===== config.mk =====
export PLATFORM = sky130hd
export DESIGN_NAME = sptc_out
export DESIGN_NICKNAME = d
export VERILOG_FILES = /design/src/design/sptc_pkg.sv /design/src/design/sptc_out.sv
export SDC_FILE = /design/constraint.sdc
export NUM_CORES = 1
export LEC_CHECK = 0
export BUFFER_PORTS_ARGS = -buffer_cell sky130_fd_sc_hd__buf_2
export CAP_MARGIN = 15
export CORE_UTILIZATION = 51
export CTS_BUF_LIST = sky130_fd_sc_hd__clkbuf_4 sky130_fd_sc_hd__clkbuf_8
export DETAILED_ROUTE_END_ITERATION = 8
export GPL_ROUTABILITY_DRIVEN = 0
export GPL_TIMING_DRIVEN = 0
export PLACE_DENSITY = 0.71
export SETUP_SLACK_MARGIN = 0.2
export SYNTH_ARGS = -nofsm -noshare
export SYNTH_HDL_FRONTEND = slang
export SYNTH_SLANG_ARGS = --single-unit

===== constraint.sdc =====
create_clock -name clk -period 5.1 [get_ports clk]
set_input_delay 0.255 -clock clk [delete_from_list [all_inputs] [get_ports clk]]
set_output_delay 0.255 -clock clk [all_outputs]
set_load 0.1 [all_outputs]

===== src/design/sptc_pkg.sv =====
`default_nettype none

package sptc_pkg;

	// Field widths.
	localparam int CNT_W   = 16;  // raw and calibration counts
	localparam int TEMP_W  = 10;  // temperature points, 1/8 degC
	localparam int HUM_W   = 8;   // humidity points, 1/2 percent rH
	localparam int IDX_W   = 3;   // configuration register index
	localparam int CFG_W   = 16;  // configuration write data
	localparam int OUT_W   = 32;  // scaled result

	// Internal widths.
	localparam int DIFF_W  = CNT_W + 1;        // count differences
	localparam int SPAN_W  = TEMP_W + 1;       // point difference, signed
	localparam int PROD_W  = 28;               // interpolation products and their sum
	localparam int DEN_W   = DIFF_W + 3;       // divisor, up to five times the span
	localparam int NUMX_W  = PROD_W + 10;      // scaled dividend, signed
	localparam int NMAG_W  = 36;               // dividend magnitude and quotient
	localparam int DMAG_W  = DEN_W - 1;        // divisor magnitude
	localparam int QS_W    = NMAG_W + 1;       // signed quotient
	localparam int SUM_W   = QS_W + 1;         // quotient plus offset

	// Scale factors as shifts: humidity x128, temperature x288 = x256 + x32.
	localparam int HUM_SHIFT  = 7;
	localparam int TEMP_SH_HI = 8;
	localparam int TEMP_SH_LO = 5;

	// 32 degF scaled by 256.
	localparam logic [SUM_W-1:0] FAHR_OFFSET = SUM_W'(8192);

	typedef enum logic {
		OP_TEMP = 1'b0,
		OP_HUM  = 1'b1
	} op_t;

	typedef enum logic [IDX_W-1:0] {
		REG_TEMP_LOW_DEGC  = 3'd0,
		REG_TEMP_HIGH_DEGC = 3'd1,
		REG_TEMP_LOW_CNT   = 3'd2,
		REG_TEMP_HIGH_CNT  = 3'd3,
		REG_HUM_LOW_RH     = 3'd4,
		REG_HUM_HIGH_RH    = 3'd5,
		REG_HUM_LOW_CNT    = 3'd6,
		REG_HUM_HIGH_CNT   = 3'd7
	} reg_idx_t;

	typedef struct packed {
		logic [TEMP_W-1:0]       temp_low_degc_x8;
		logic [TEMP_W-1:0]       temp_high_degc_x8;
		logic signed [CNT_W-1:0] temp_low_count;
		logic signed [CNT_W-1:0] temp_high_count;
		logic [HUM_W-1:0]        hum_low_rh_x2;
		logic [HUM_W-1:0]        hum_high_rh_x2;
		logic signed [CNT_W-1:0] hum_low_count;
		logic signed [CNT_W-1:0] hum_high_count;
	} cal_t;

	// Front end to divider.
	typedef struct packed {
		logic              v;
		logic [NMAG_W-1:0] mag_n;
		logic [DMAG_W-1:0] mag_d;
		logic              neg;
		logic              humid;
		logic              err;
	} div_in_t;

	// One divider stage.
	typedef struct packed {
		logic [DMAG_W-1:0] rem;
		logic [NMAG_W-1:0] nq;
		logic [DMAG_W-1:0] dmag;
		logic              neg;
		logic              humid;
		logic              err;
	} div_t;

	// Divider to finishing stages.
	typedef struct packed {
		logic              v;
		logic [NMAG_W-1:0] q;
		logic              neg;
		logic              humid;
		logic              err;
	} quot_t;

endpackage

`default_nettype wire


===== src/design/sptc_out.sv =====
`default_nettype none

// Sign, offset and saturation, then an output register with a skid entry.
module sptc_out import sptc_pkg::*; (
	input  wire logic           clk,
	input  wire logic           arst_n,
	input  wire quot_t          quot,
	input  wire logic           out_ready,
	output logic                adv,
	output logic                out_valid,
	output logic [OUT_W-1:0]    scaled_value,
	output logic                span_error
);

	logic [QS_W-1:0]          q_ext;
	logic signed [QS_W-1:0]   qs_s1;
	logic                     v_s1, humid_s1, err_s1;

	logic signed [SUM_W-1:0]  sum;
	logic [SUM_W-OUT_W:0]     top;
	logic [OUT_W-1:0]         sat;
	logic [OUT_W-1:0]         val_s2;
	logic                     v_s2, err_s2;

	logic                     out_v_q, skid_v_q;
	logic [OUT_W-1:0]         out_val_q, skid_val_q;
	logic                     out_err_q, skid_err_q;
	logic                     pop, incoming;

	assign q_ext = {1'b0, quot.q};

	always_comb begin
		sum = SUM_W'(qs_s1) + (humid_s1 ? '0 : FAHR_OFFSET);
		top = sum[SUM_W-1:OUT_W-1];
		if ((&top) || !(|top)) begin
			sat = sum[OUT_W-1:0];
		end else if (sum[SUM_W-1]) begin
			sat = {1'b1, {(OUT_W-1){1'b0}}};
		end else begin
			sat = {1'b0, {(OUT_W-1){1'b1}}};
		end
	end

	// The pipeline moves only while the skid entry is free.
	assign adv      = !skid_v_q;
	assign pop      = out_v_q && out_ready;
	assign incoming = adv && v_s2;

	always_ff @(posedge clk or negedge arst_n) begin
		if (!arst_n) begin
			v_s1 <= 1'b0;
			v_s2 <= 1'b0;
		end else if (adv) begin
			v_s1 <= quot.v;
			v_s2 <= v_s1;
		end
	end

	always_ff @(posedge clk) begin
		if (adv) begin
			qs_s1    <= quot.neg ? -q_ext : q_ext;
			humid_s1 <= quot.humid;
			err_s1   <= quot.err;
			val_s2   <= err_s1 ? '0 : sat;
			err_s2   <= err_s1;
		end
	end

	always_ff @(posedge clk or negedge arst_n) begin
		if (!arst_n) begin
			out_v_q  <= 1'b0;
			skid_v_q <= 1'b0;
		end else if (skid_v_q) begin
			if (pop) begin
				skid_v_q <= 1'b0;
			end
		end else if (!out_v_q || pop) begin
			out_v_q <= incoming;
		end else if (incoming) begin
			skid_v_q <= 1'b1;
		end
	end

	always_ff @(posedge clk) begin
		if (skid_v_q) begin
			if (pop) begin
				out_val_q <= skid_val_q;
				out_err_q <= skid_err_q;
			end
		end else if (!out_v_q || pop) begin
			out_val_q <= val_s2;
			out_err_q <= err_s2;
		end else begin
			skid_val_q <= val_s2;
			skid_err_q <= err_s2;
		end
	end

	assign out_valid    = out_v_q;
	assign scaled_value = out_val_q;
	assign span_error   = out_err_q;

endmodule

`default_nettype wire


==> results.md <==
- Most frequent cells in the layout: edfxtp_1, buf_2, xnor2_1, mux2_2, nand2_1
- Max Clk Rate: between 200 and 300 MHz
- Clock latency at the later pin of the worst-skew pair: 0.45 ns
- FF-to-FF setup slack: 1.57 ns
- Overall Power: around 5.3 mW
- Hold Crit Depth: 2
- DRC: 0
- Clk pwr share: 0.163
- CTS Buf Count: 17
- Worst R2R Start: humid_s1$_DFFE_PN_
- TritonCTS clock tree: done
- CP endpoint kind: flip-flop
- Total negative slack: 0 ns
- Sequential fraction of design power: 0.418
- DR WL/cell: 16.62 microns
- Initial core utilization: 0.5245
- Seq/Total Area, Yosys: 0.6086
- Fin nets: approximately 670
- Yosys warns: 0
- Slew Viols, Final: 0
- Final core occ: 0.6070
- Synthesized area: between 0.006 and 0.007 sq mm
- Status: finished, final reports clean
- #FFs+latches synth: between 100 and 150
- Max Root-Sink Buffers: 2
- Gr usage total: 0.1999
- Antenna-violating nets left: 0
- Asr flop ratio synth: 0.02817
- Power Internal: slightly below 3 mW
- Unrepaired setup endpoints after global routing: false
- Initial antenna violation count: 0
- Max cap viols: 0
- Net switching power: ~2.4 mW
- WP data arrival: 3.75 ns
- Synth top area cells: edfxtp_1, mux2_2, xnor2_1
- Die Ht: around 120 microns
- Power per cell area: around 660 mW/mm^2
- Number of synthesized flops with an enable pin: around 140
- Root Driver: clkbuf_8
- FF-to-FF End: val_s2[14]$_SDFFCE_PP0N_
- HPWL after DPL: ~9900 microns
- Syn Inst Count: roughly 530
- Pin count of the biggest net entering global routing: between 70 and 80
- Crit start category: flip-flop
- Port Buffers: 76
- Comb pwr share: 0.419
- Switch share: 0.4502
- Peak VDD IR: ~0.24 mV
- Netlist cell types: 51
- CTS Sinks: 142
- Total gr overflow: 0
- Hold-fix buffers, CTS: 4
- Die ar.: 0.01414 sq mm
- Die Wd: 118.9 microns
- CTS clk-pin slew, worst paths: about 0.08 ns
- First-pass GRT wire length: 21960 microns
- Biggest area consumer among synthesized cells: edfxtp_1
- Slew headroom: 0.4108
- Most common cell after layout, fill and taps aside: edfxtp_1
- PostCTS Resize Cnt: 0
- Worst-path maximum fanout: 10
- Core ar.: around 0.013 sq mm
- Syn Nets: approximately 570
- Ant. Diodes: 0
- Worst path required time: between 5 and 6 ns
- Top-level I/O count: 78
- Fin crit period: between 3 and 4 ns
- WHS Endpoint: v_s1$_DFFE_PN0N_
- Worst Clk Skew: 0.01552 ns
- Setup bufs post-CTS: 0
- Critical path type: reg -> reg
- Worst hold-check path type: in -> reg
- H-Tree Depth: 4
- Avg Vias per Cell: between 5 and 6
- Worst slew pin tran: ~0.88 ns
- Leak: around 2.8 nW
- WL final: ~14000 microns
- Vias in the first global route: around 4400
- Hold Vio Cnt, Final: 0
- Drt initial violations: between 400 and 500
- Final setup fails: 0
- Fin crit share: 0.6914
- Top-area cell type share of the netlist area: 0.5943
- Syn avg cell area: roughly 13 sq um
- Via count: about 4800
- Fraction of layout instances using a drive strength above 1: 0.2469
- Main synth FF type: edfxtp_1
- Hold Path Origin: quot[39]
- Area grow syn2layout: 15.74%
- DRT Pass-1 Iters: 5
- Floorplan row count: 42
- Final Hold Slack: between 0.04 and 0.05 ns
- Cells on worst reg2reg path: 10
[layer usage]
layer / part of all wire / vias to the layer above / GRT usage
met5: 0 / - / 0
met4: 0.030 / 0 / 0.09652
met3: 0.056 / 40 / 0.04933
met2: 0.46 / 209 / 0.3147
met1: 0.45 / 2269 / 0.2599
li1: - / 2324 / -
[flip-flops by register name (all words and copies together) (netlist names)]
register / cells
qs_s1: 37
scaled_value: 32
skid_v_q: 1
skid_val_q: 32
err_s2: 1
err_s1: 1
v_s1: 1
val_s2: 32
skid_err_q: 1
out_valid: 1
v_s2: 1
span_error: 1
humid_s1: 1
[how the worst max path moves through the flow]
stage,start,to,cells after the start
2_1_floorplan,out_valid$_DFFE_PN0P_,skid_err_q$_DFFE_PP_,1
3_3_place_gp,skid_v_q$_DFF_PN0_,skid_val_q[12]$_DFFE_PP_,3
3_5_place_dp,humid_s1$_DFFE_PN_,val_s2[14]$_SDFFCE_PP0N_,10
4_1_cts,humid_s1$_DFFE_PN_,val_s2[14]$_SDFFCE_PP0N_,10
5_1_grt,humid_s1$_DFFE_PN_,val_s2[14]$_SDFFCE_PP0N_,10
6_report,humid_s1$_DFFE_PN_,val_s2[14]$_SDFFCE_PP0N_,10
[logic make-up after synthesis]
| group | after synthesis | share of synthesized area |
|---|---|---|
| compound gates | 122 | 0.1444 |
| xor+xnor | 48 | 0.06029 |
| fa+ha+maj | 3 | 0.005384 |
| buf+inv | 44 | 0.02368 |
| flops | 142 | 0.6086 |
| mux | 35 | 0.05652 |
| simple gates | 131 | 0.1010 |
[stage by stage]
stage / setup WS, ns / cells / cell area [sq um]
floorplan: 1.113 / 525 / 6973
global placement: 0.09880 / 777 / 7574
detailed placement: 1.628 / 780 / 7642
CTS: 1.587 / 816 / 8070
global route: 1.238 / 816 / 8070
finish: 1.574 / 816 / 8070
[cells in the mapped netlist, types with 3 or more instances]
cell         n
a2111oi_0   16
a211oi_1    19
a311oi_1    15
a32o_1      15
a41o_1       5
and3_1       6
and4_1       4
buf_1        4
clkbuf_1    29
dfrtp_1      4
edfxtp_1   138
ha_1         3
inv_1       11
mux2_2      35
nand2_1     31
nand2b_1     5
nand3_1     14
nand4_1      8
nor2_1      22
nor3_1       7
nor4_1       4
o21ai_0      8
o21ai_1      6
o31ai_1     15
o41ai_1      6
or3_1       13
or4_1        3
or4_4        3
xnor2_1     41
xor2_1       7
[cell type report]
type	count	area (sq um)
fill	1040	5225
timing repair buffer	83	470.5
inverter	11	43.79
sequential	142	4244
tap	176	220.2
multi-input combinational	339	2580
clock inverter	13	138.9
clock buffer	19	249.0
buffer	33	123.9
[critical path: stages (launching register included)]
cell and delay [ns]:
edfxtp_1 0.36, inv_1 0.06, ha_1 0.20, ha_1 0.24, and4_1 0.30, nand4_1 0.30
o21ai_1 0.60, clkbuf_1 0.44, a2111oi_0 0.20, a32o_1 0.25, a211oi_1 0.34
[power by group through the flow]
stage	sequential (mW)	combinational (mW)	clock, mW
6_report	2.23	2.24	0.868
5_1_grt	2.28	2.35	0.932
4_1_cts	2.23	2.24	0.887
3_5_place_dp	2.26	2.23	0
3_3_place_gp	2.26	2.15	0
2_1_floorplan	3.25	0.763	0
No activity file was read; power rests on OpenSTA's default activity.
