--- config.mk ---
export PLATFORM = sky130hd
export DESIGN_NAME = sptc_front
export DESIGN_NICKNAME = d
export VERILOG_FILES = /design/src/design/sptc_pkg.sv /design/src/design/sptc_front.sv
export SDC_FILE = /design/constraint.sdc
export NUM_CORES = 1
export LEC_CHECK = 0
export ABC_AREA = 1
export BUFFER_PORTS_ARGS = -buffer_cell sky130_fd_sc_hd__clkbuf_2
export CAP_MARGIN = 5
export CORE_UTILIZATION = 45
export DETAILED_ROUTE_END_ITERATION = 7
export PLACE_DENSITY_LB_ADDON = 0.1
export SYNTH_ARGS = -nofsm -noshare
export SYNTH_HDL_FRONTEND = slang
export SYNTH_SLANG_ARGS = --single-unit
--- constraint.sdc ---
create_clock -name clk -period 6.95 [get_ports clk]
set_input_delay 0.3475 -clock clk [delete_from_list [all_inputs] [get_ports clk]]
set_output_delay 0.3475 -clock clk [all_outputs]
set_load 0.05 [all_outputs]
--- src/design/sptc_pkg.sv ---
`default_nettype none

package sptc_pkg;

	// Field widths.
	localparam int CNT_W   = 16;  // raw and calibration counts
	localparam int TEMP_W  = 10;  // temperature points, 1/8 degC
	localparam int HUM_W   = 8;   // humidity points, 1/2 percent rH
	localparam int IDX_W   = 3;   // configuration register index
	localparam int CFG_W   = 16;  // configuration write data
	localparam int OUT_W   = 32;  // scaled result

	// Internal widths.
	localparam int DIFF_W  = CNT_W + 1;        // count differences
	localparam int SPAN_W  = TEMP_W + 1;       // point difference, signed
	localparam int PROD_W  = 28;               // interpolation products and their sum
	localparam int DEN_W   = DIFF_W + 3;       // divisor, up to five times the span
	localparam int NUMX_W  = PROD_W + 10;      // scaled dividend, signed
	localparam int NMAG_W  = 36;               // dividend magnitude and quotient
	localparam int DMAG_W  = DEN_W - 1;        // divisor magnitude
	localparam int QS_W    = NMAG_W + 1;       // signed quotient
	localparam int SUM_W   = QS_W + 1;         // quotient plus offset

	// Scale factors as shifts: humidity x128, temperature x288 = x256 + x32.
	localparam int HUM_SHIFT  = 7;
	localparam int TEMP_SH_HI = 8;
	localparam int TEMP_SH_LO = 5;

	// 32 degF scaled by 256.
	localparam logic [SUM_W-1:0] FAHR_OFFSET = SUM_W'(8192);

	typedef enum logic {
		OP_TEMP = 1'b0,
		OP_HUM  = 1'b1
	} op_t;

	typedef enum logic [IDX_W-1:0] {
		REG_TEMP_LOW_DEGC  = 3'd0,
		REG_TEMP_HIGH_DEGC = 3'd1,
		REG_TEMP_LOW_CNT   = 3'd2,
		REG_TEMP_HIGH_CNT  = 3'd3,
		REG_HUM_LOW_RH     = 3'd4,
		REG_HUM_HIGH_RH    = 3'd5,
		REG_HUM_LOW_CNT    = 3'd6,
		REG_HUM_HIGH_CNT   = 3'd7
	} reg_idx_t;

	typedef struct packed {
		logic [TEMP_W-1:0]       temp_low_degc_x8;
		logic [TEMP_W-1:0]       temp_high_degc_x8;
		logic signed [CNT_W-1:0] temp_low_count;
		logic signed [CNT_W-1:0] temp_high_count;
		logic [HUM_W-1:0]        hum_low_rh_x2;
		logic [HUM_W-1:0]        hum_high_rh_x2;
		logic signed [CNT_W-1:0] hum_low_count;
		logic signed [CNT_W-1:0] hum_high_count;
	} cal_t;

	// Front end to divider.
	typedef struct packed {
		logic              v;
		logic [NMAG_W-1:0] mag_n;
		logic [DMAG_W-1:0] mag_d;
		logic              neg;
		logic              humid;
		logic              err;
	} div_in_t;

	// One divider stage.
	typedef struct packed {
		logic [DMAG_W-1:0] rem;
		logic [NMAG_W-1:0] nq;
		logic [DMAG_W-1:0] dmag;
		logic              neg;
		logic              humid;
		logic              err;
	} div_t;

	// Divider to finishing stages.
	typedef struct packed {
		logic              v;
		logic [NMAG_W-1:0] q;
		logic              neg;
		logic              humid;
		logic              err;
	} quot_t;

endpackage

`default_nettype wire

--- src/design/sptc_front.sv ---
`default_nettype none

module sptc_front import sptc_pkg::*; (
	input  wire logic                    clk,
	input  wire logic                    arst_n,
	input  wire logic                    adv,
	input  wire logic                    in_valid,
	input  wire op_t                     operation,
	input  wire logic signed [CNT_W-1:0] raw_sample,
	input  wire cal_t                    cal,
	output div_in_t                      div_in
);

	logic [TEMP_W-1:0]       pl_c, ph_c;
	logic signed [CNT_W-1:0] cl_c, ch_c;

	logic v_s1, v_s2, v_s3, v_s4;

	logic [TEMP_W-1:0]        pl_s1;
	logic signed [SPAN_W-1:0] dp_s1;
	logic signed [DIFF_W-1:0] d_s1, r_s1;
	logic                     humid_s1;

	logic signed [SPAN_W-1:0] pl_ext;
	logic signed [PROD_W-1:0] pa_s2, pb_s2;
	logic signed [DIFF_W-1:0] d_s2;
	logic                     humid_s2;

	logic signed [PROD_W-1:0] num_s3;
	logic signed [DEN_W-1:0]  den_s3;
	logic                     humid_s3, err_s3;

	logic signed [NUMX_W-1:0] num_x, num_sc, num_abs;
	logic signed [DEN_W-1:0]  den_abs;
	logic [NMAG_W-1:0]        mag_n_s4;
	logic [DMAG_W-1:0]        mag_d_s4;
	logic                     neg_s4, humid_s4, err_s4;

	always_comb begin
		if (operation == OP_HUM) begin
			pl_c = TEMP_W'(cal.hum_low_rh_x2);
			ph_c = TEMP_W'(cal.hum_high_rh_x2);
			cl_c = cal.hum_low_count;
			ch_c = cal.hum_high_count;
		end else begin
			pl_c = cal.temp_low_degc_x8;
			ph_c = cal.temp_high_degc_x8;
			cl_c = cal.temp_low_count;
			ch_c = cal.temp_high_count;
		end
	end

	assign pl_ext = {1'b0, pl_s1};

	// Temperature multiplies by 288 and divides by 5*d; humidity by 128 and d.
	always_comb begin
		num_x = NUMX_W'(num_s3);
		if (humid_s3) begin
			num_sc = num_x <<< HUM_SHIFT;
		end else begin
			num_sc = (num_x <<< TEMP_SH_HI) + (num_x <<< TEMP_SH_LO);
		end
		num_abs = num_sc[NUMX_W-1] ? -num_sc : num_sc;
		den_abs = den_s3[DEN_W-1] ? -den_s3 : den_s3;
	end

	always_ff @(posedge clk or negedge arst_n) begin
		if (!arst_n) begin
			v_s1 <= 1'b0;
			v_s2 <= 1'b0;
			v_s3 <= 1'b0;
			v_s4 <= 1'b0;
		end else if (adv) begin
			v_s1 <= in_valid;
			v_s2 <= v_s1;
			v_s3 <= v_s2;
			v_s4 <= v_s3;
		end
	end

	always_ff @(posedge clk) begin
		if (adv) begin
			pl_s1    <= pl_c;
			dp_s1    <= SPAN_W'(ph_c) - SPAN_W'(pl_c);
			d_s1     <= DIFF_W'(ch_c) - DIFF_W'(cl_c);
			r_s1     <= DIFF_W'(raw_sample) - DIFF_W'(cl_c);
			humid_s1 <= (operation == OP_HUM);

			pa_s2    <= PROD_W'(pl_ext) * PROD_W'(d_s1);
			pb_s2    <= PROD_W'(r_s1) * PROD_W'(dp_s1);
			d_s2     <= d_s1;
			humid_s2 <= humid_s1;

			num_s3   <= pa_s2 + pb_s2;
			den_s3   <= humid_s2 ? DEN_W'(d_s2)
			                     : (DEN_W'(d_s2) <<< 2) + DEN_W'(d_s2);
			humid_s3 <= humid_s2;
			err_s3   <= (d_s2 == '0);

			mag_n_s4 <= num_abs[NMAG_W-1:0];
			mag_d_s4 <= den_abs[DMAG_W-1:0];
			neg_s4   <= num_sc[NUMX_W-1] ^ den_s3[DEN_W-1];
			humid_s4 <= humid_s3;
			err_s4   <= err_s3;
		end
	end

	assign div_in.v     = v_s4;
	assign div_in.mag_n = mag_n_s4;
	assign div_in.mag_d = mag_d_s4;
	assign div_in.neg   = neg_s4;
	assign div_in.humid = humid_s4;
	assign div_in.err   = err_s4;

endmodule

`default_nettype wire

==> results of run 1 <==
## Yosys cell counts, drive strengths merged (43+ instances only)
library cell | number | share of area
o21ai | 106 | 0.019
fa | 330 | 0.23
xnor2 | 62 | 0.019
xor2 | 97 | 0.030
ha | 236 | 0.10
edfxtp | 233 | 0.24
nand3 | 111 | 0.021
nand2 | 910 | 0.12
nor2 | 140 | 0.020
inv | 799 | 0.10
a21oi | 164 | 0.029
clkbuf | 90 | 0.012
or2 | 43 | 0.0093
## timing repair
item,CTS,global route
endpoints found under the hold margin,5,0
setup buffers,0,0
hold buffers,2,0
## cell families (layout without fill, tap and decap cells)
kind of cell	count (synthesis)	after routing
compound gates	338	338
other cells	1	5
xor+xnor	159	159
flops	237	237
simple gates	1264	1264
fa+ha+maj	566	566
mux	16	16
buf+inv	910	1035
## cell usage in the layout, fill, tap and decap left out, drive strengths merged, types with 9 or more instances in the layout
cell type  instances
nand4             23
a21boi             9
a21o              15
a21oi            164
inv              800
nor2             140
mux2i             16
nand3            111
xnor2             62
fa               330
clkinv            18
or2               43
o21ai            106
ha               236
a31oi              9
o21bai            10
xor2              97
edfxtp           233
clkbuf           203
nor4              14
buf                9
nand2            910
nor3              14
## state kept, by name, summed over array words and instances, names as in the netlist, 10 cells and up
register  count
den_s3       20
mag_d_s4     19
r_s1         17
dp_s1        11
pb_s2        28
pa_s2        28
d_s2         17
mag_n_s4     31
pl_s1        10
d_s1         17
num_s3       28
## per-layer routing
metal  part of all wire  global-route usage  wire length [um]
met2               0.48               0.373             31500
met1               0.47               0.290             30800
met4              0.022              0.0476              1480
met5                  0                   0                 0
met3              0.036              0.0213              2370
## worst max path at each step
stage	start	endpoint	slack [ps]
3_5_place_dp	dp_s1[10]$_DFFE_PP_	pb_s2[21]$_DFFE_PP_	1060
4_1_cts	dp_s1[10]$_DFFE_PP_	pb_s2[21]$_DFFE_PP_	1050
6_report	dp_s1[10]$_DFFE_PP_	pb_s2[21]$_DFFE_PP_	1050
3_3_place_gp	dp_s1[10]$_DFFE_PP_	pb_s2[21]$_DFFE_PP_	1060
2_1_floorplan	dp_s1[4]$_DFFE_PP_	pb_s2[22]$_DFFE_PP_	1610
5_1_grt	pl_s1[2]$_DFFE_PP_	pa_s2[26]$_DFFE_PP_	700
## cell type report
class / instances / area share
Inverter: 801 / 0.0961
Clock inverter: 20 / 0.00564
Clock buffer: 30 / 0.0226
Timing Repair Buffer: 184 / 0.0307
Tap cell: 846 / 0.0338
Multi-Input combinational cell: 2348 / 0.584
Sequential cell: 237 / 0.227
## through the flow
stage	utilization	cell area (um2)	worst slack [ps]
2_1_floorplan	-	28900	1610
3_5_place_dp	0.481	30400	1060
6_report	0.495	31300	1050
4_1_cts	0.495	31300	1050
3_3_place_gp	0.481	30400	1060
5_1_grt	0.495	31300	698
## tightest hold or removal path, cell delays in order
cell	delay [ps]
clkbuf_2	70
nand2_1	40
nand2_1	70
==> impl_summary.md, run 1 <==
STA
Setup repair after global routing left no endpoint under its margin. The total count of max-transition violations in the final report was 0. The worst path in the final design needs a cycle of 5900 ps, including I/O delays and setup. The post-route clock skew is ~27 ps. The number of failing hold endpoints at the final stage came to 0. Setup violations remaining at the end of the flow were counted as 0. The maximum achievable frequency is between 150 and 200 MHz. The post-route setup TNS is 0 ps. In the finished design, the share of the clock period the worst path needs comes to 0.848. The remaining max-slew budget at the tightest pin is 0.404. The worst-margin pin slew is approximately 890 ps. The worst hold slack is 72.3 ps.

Routing
The residual antenna-violating net count after detailed routing is 0. The remaining routing DRC violations is 0. The number of iterations in the first detailed-routing pass is 5. The total wire length after detailed routing is around 66000 um. After the first detailed-routing iteration, the DRC count stood at 1167.

The post-detailed-route via-to-cell ratio is 4.78. The overall via count from detail_route is between 20000 and 25000. After detailed routing, the average wire length per cell comes to between 10 and 15 um.

Critical path
The largest individual stage delay along the critical path comes from the cell fa_1. The register-to-register setup slack is 1050 ps. The worst stage delay on the critical path is 540 ps. The signal on the critical path passes through inv_1 -> or2_2 -> fa_1 -> fa_1 -> inv_1 -> fa_1 -> fa_1 -> inv_1 -> fa_1 -> inv_1 -> ha_1 -> nand2_1 -> o21ai_1 -> a21oi_1 -> o21ai_0 -> a21boi_1 -> o211ai_1 -> nand2_1.

The endpoint identified for the worst register-to-register timing path is pb_s2[21]$_DFFE_PP_. The critical path capture point type is a register. The depth of the most critical reg-to-reg path is 18. The critical-path maximum fanout is 18.

The startpoint type of the worst setup path is a register. The dominant cell type by count on the critical path is fa_1. The worst setup path is of the reg -> reg kind.

The cell count along the critical path is 18. Grouping stages by cell kind, the critical path spends the most delay in adder cells. The startpoint identified for the worst register-to-register timing path is dp_s1[10]$_DFFE_PP_. The data arrival time of the worst path is 6220 ps. The worst path required time is 7270 ps. The number of buffers and inverters on the critical path is 4.

Yosys
Counting flops with an async set or reset pin after synthesis yields a share of 0.0169. Of the total synthesized cell area, the portion taken by full adders, half adders and majority gates is 0.331. A synthesized cell averages slightly above 8 um2.

For this run, the register share of the synthesized area comes to 0.246. The cell count after synthesis came out at 3491. The post-synthesis compound-gate area fraction came to 0.0654.

The synthesized netlist occupies a cell area of 28800 um2. By area, the combinational part of the netlist is dominated by adder cells. Of the total synthesized cell area, the portion taken by AND, OR, NAND and NOR gates is 0.182.

Yosys mapped the design onto 55 distinct sky130hd cell types. The xor/xnor cell area share of the yosys netlist is 0.0485. Counting flops with a built-in enable in the synthesized netlist gives 233. The portion of synthesized area spent on multiplexers is 0.00555.

For this run, the number of Yosys warnings is 0. The main flop type after synthesis is edfxtp_1. In this run, synthesis produced a sequential element count of approximately 240.

Die
The die boundary height is 255 um. The chip width is 255 um. The initialized floorplan defines 92 standard-cell rows. The total core area is roughly 63000 um2.

For this configuration, the core starts out at a cell density of 0.456. 180 I/O pins were placed. The die covers approximately 65000 um2.

Final layout
For this run, the post-layout net count is 4287. The sequential cell area is 7100 um2. The proportion of layout cells with a drive suffix above 1 is 0.0851. Once layout is complete, the cells apart from fillers number between 4000 and 5000.

The multi-input combinational cells in the finished layout cover a total of 18300 um2. The area growth from synthesis to layout is 8.47%. The count of fill cells added during filler insertion is ~6200.

The antenna cell count is 0.

Clock network
TritonCTS built the clock tree. The clock net in this run drives a total of 237 sinks. The TritonCTS buffer count is 28. The post-cts resize count is 0. The depth of the CTS H-tree is 1. The tree is rooted in a clkbuf_16. The clock-pin slew reported for the worst setup and hold paths after clock tree synthesis is 60 ps. The clock passes through at most 3 buffers. The clock latency of the later-clocked register in the worst-skew pair is around 600 ps.

Place
The number of instances in the placed design is 4414. The final HPWL from detailed placement is 54600 um. Input and output buffers added on the ports amount to 174. The congestion estimate from routability-driven global placement came to 0.891.

Global route
The wire length of the first global-routing pass is between 100000 and 150000 um. The total congestion overflow is 0. The number of global-route vias before repair was between 20000 and 25000.

The maximum number of pins on one net before global-route repair is between 100 and 150. The number of antenna violations at the first check in global routing is 0. In the global route stage, overall resource usage came out at 0.215.

Outcome
The run finished with clean final reports.

Job
Max-cap violations in this run came to 0.

Hold path
The path class of the tightest hold or removal check is in -> reg. The worst hold path was traced through 3 stages. The worst hold path endpoint is pl_s1[0]$_DFFE_PP_. The startpoint identified for the worst hold timing path is cal[90].
Power of run 1 is left out: the tool's default activity adds up to more than one toggle a clock period on the data nets, which glitch-free logic cannot reach.
==> run 2, diff against run 1 <==
- ABC_AREA: 1 -> 0
- clock period: 6.95 -> 6 ns (I/O delays scaled with it)
==> impl_summary.md, run 2 <==
Outcome
The flow ran to the end, and the final reports show no timing, DRC or antenna violations.

Hold path
The startpoint of the tightest hold check path is cal[90]. The number of stages on the worst hold path is 2. The worst hold path terminates at pl_s1[0]$_DFFE_PP_.

The path class of the tightest hold or removal check is in -> reg.

Place
The placed standard-cell area is about 30000 um2. At the end of routability-driven placement, the weighted congestion stood at approximately 0.86. In this run, placement finished with an instance count of 3768. Detailed placement ended at an HPWL of between 50000 and 60000 um. Port buffering added 174 buffers.

Yosys
The top-area cell type share of the netlist area is 0.251. The cell area after technology mapping is between 20000 and 30000 um2. The number of flops mapped to enable cells by yosys is 233. Counting flops and latches in the post-synthesis netlist gives 237.

Of the synthesized area, sequential elements account for 0.254. By area the synthesized netlist is led by edfxtp_1 (25%), fa_1 (24%), ha_1 (11%), inv_1 (6.3%), nand2_1 (4.1%). The post-synthesis cell count is 2847. Yosys printed 0 warnings. The number of distinct library cell variants in the gate-level netlist after synthesis is slightly below 90. The post-synthesis average cell area is 9.80 um2. The largest total area in the synthesized netlist belongs to edfxtp_1.

The most numerous cell in the Yosys netlist is inv_1. The main flop type after synthesis is edfxtp_1. Counting flops with an async set or reset pin after synthesis yields a share of 0.0169. After synthesis, the most frequently instantiated cells are inv_1 (465), fa_1 (330), nand2_1 (307).

STA
The number of failing hold endpoints at the final stage is 0. The total count of max-transition violations in the final report is 0. Setup violations remaining at the end of the flow were counted as 0. The maximum achievable frequency is about 170 MHz. Setup total negative slack on the finished layout was measured at 0 ps. The remaining max-slew budget at the tightest pin is 0.249. The worst-margin pin slew is 1100 ps.

The post-route clock skew is ~41 ps. The worst path in the final design needs a cycle of 5780 ps, including I/O delays and setup. The share of the cycle needed by the critical path after routing is 0.964. Setup repair after global routing could not meet its margin everywhere.

Routing
In the routed design, unresolved DRC markers number 0. The detailed router's first-iteration violation count is 855. The routed layout has 20200 vias.

The post-detailed-route via-to-cell ratio is approximately 5.2. In the final routed layout, each cell accounts on average for 17.2 um. Once detail routing completed, the nets flagged for antenna violations numbered 0.

The total wire length after detailed routing is 66300 um. Before antenna repair, the detailed router went through 5 iterations.

Clock network
CTS built an H-tree with a depth of 1. The clock latency of the later-clocked register in the worst-skew pair is 610 ps. Counting the buffers created by CTS gives 29.

No sink is reached through more buffers than the 3 on the longest clock path. The library cell used as clock root buffer is clkbuf_16. TritonCTS built the clock tree.

The sink count of the clock tree is approximately 240. The clock-pin slew reported for the worst setup and hold paths after clock tree synthesis is 60 ps.

Critical path
For the worst setup path, the data arrival time is between 6000 and 7000 ps. The launching point of the worst reg2reg path is r_s1[6]$_DFFE_PP_. Counting cells, the worst reg-to-reg path comes to 20. The worst setup path is captured at a register. The endpoint identified for the worst register-to-register timing path is pb_s2[27]$_DFFE_PP_. The register-to-register setup slack is 220 ps. The critical path is of the reg -> reg type. The worst setup path is launched from a register. The worst path required time is 6310 ps.

Along the worst path, the maximum fanout reaches 6.

Final layout
For this run, the post-layout net count is 3749. The count of cells in the finished layout, fillers not included, comes to 3865. The area growth from synthesis to layout is 12.0%. The leading cell type in the layout, fill and taps excluded is inv_1. Counting the fill cells in the layout gives 5587. For this run, the share of the core covered by cells in the final layout is 0.514. The sequential cell area is 7100 um2. The post-route cell area is 31300 um2. In the final layout, the share of cells above drive strength 1 is 0.133. The number of flip-flops under the largest register name is 31. More flip-flops sit in one register than any other, and that register is mag_n_s4. The area used by multi-input combinational logic is 18700 um2.

Leaving out fill and tap cells, the most frequent cells in the layout are inv_1 (465), fa_1 (329), nand2_1 (305), ha_1 (236), edfxtp_1 (233). The antenna cell count is 0.

Die
The die boundary height is between 200 and 300 um. The total I/O pin count is 180. The chip width is 251 um. The floorplan has 90 rows.

The initial core utilization is 0.459. The total core area is roughly 61000 um2. The die covers 63000 um2.

Global route
After global routing, the most crowded layer is met2. The overall fraction of global-route tracks in use is 0.216. The number of antenna violations at the first check in global routing is 0. For met3 alone, demand over resource in global routing was 0.0224. The maximum number of pins on one net before global-route repair is 155. For met2 alone, demand over resource in global routing was 0.385. The first global-routing pass estimated 109000 um of wire. The total congestion overflow is 0. The met1 track demand over resource in global routing is 0.278. The number of global-route vias before repair came to around 21000.

Job
Max-cap violations in this run came to 0.
[run 2: cell type report]
cell class / instances / area share
timing repair buffer: 284 / 0.0588
clock inverter: 19 / 0.00424
sequential: 237 / 0.227
inverter: 465 / 0.0558
clock buffer: 33 / 0.0237
multi-input combinational: 2045 / 0.599
tap: 782 / 0.0313
[run 2: worst max-delay path: stages (launching register included)]
cell,delay (ps)
edfxtp_1,470
buf_4,200
and2_1,170
fa_1,550
fa_1,450
fa_1,520
fa_1,560
inv_1,60
fa_1,550
inv_1,50
ha_1,340
nand2_1,140
or3_1,160
nor2_1,60
a21oi_2,120
o21ai_2,90
o41ai_4,350
o2111ai_2,170
a31o_2,270
a21oi_2,140
xnor2_1,70
[run 2: worst max-delay path by stage]
stage | from | endpoint | slack, ps | cells past startpoint
2_1_floorplan | dp_s1[4]$_DFFE_PP_ | pb_s2[27]$_DFFE_PP_ | 90 | 22
3_3_place_gp | dp_s1[4]$_DFFE_PP_ | pb_s2[27]$_DFFE_PP_ | 70 | 20
3_5_place_dp | dp_s1[4]$_DFFE_PP_ | pb_s2[27]$_DFFE_PP_ | 30 | 20
4_1_cts | pl_s1[3]$_DFFE_PP_ | pa_s2[27]$_DFFE_PP_ | 2 | 19
5_1_grt | dp_s1[6]$_DFFE_PP_ | pb_s2[22]$_DFFE_PP_ | -60 | 21
6_report | r_s1[6]$_DFFE_PP_ | pb_s2[27]$_DFFE_PP_ | 220 | 20
[run 2: layer usage]
| layer | wire, um | share of wire | up-vias |
|---|---|---|---|
| met3 | 2320 | 0.035 | 86 |
| met2 | 32500 | 0.49 | 428 |
| li1 | - | - | 9819 |
| met1 | 29800 | 0.45 | 9874 |
| met5 | 0 | 0 | - |
| met4 | 1670 | 0.025 | 0 |
[run 2: repair_timing]
action	CTS	global route
hold buffers	3	0
pin swaps	0	8
hold endpoints to repair	6	0
gates resized for setup	0	24
setup endpoints to repair	2	16
setup buffers	5	37
[run 2: logic make-up (layout without fill, tap and decap cells)]
logic type	after synthesis	count (layout)	synth area share
AO/OA/AOI/OAI	412	412	0.0999
XOR/XNOR	167	167	0.0524
adder cells (fa/ha/maj)	566	566	0.343
buffers and inverters	569	801	0.0782
flip-flops	237	237	0.254
multiplexers	65	65	0.0253
other	1	5	0.000134
AND/OR/NAND/NOR	830	830	0.147
[run 2: metrics by stage]
| step | setup slack (ps) | hold slack, ps |
|---|---|---|
| 3_5_place_dp | 28.0 | 114 |
| 4_1_cts | 1.88 | 9.17 |
| 6_report | 218 | 50.4 |
| 3_3_place_gp | 69.6 | 106 |
| 5_1_grt | -59.0 | 41.3 |
| 2_1_floorplan | 88.6 | 4.41 |
Power of run 2 is left out for the same reason.
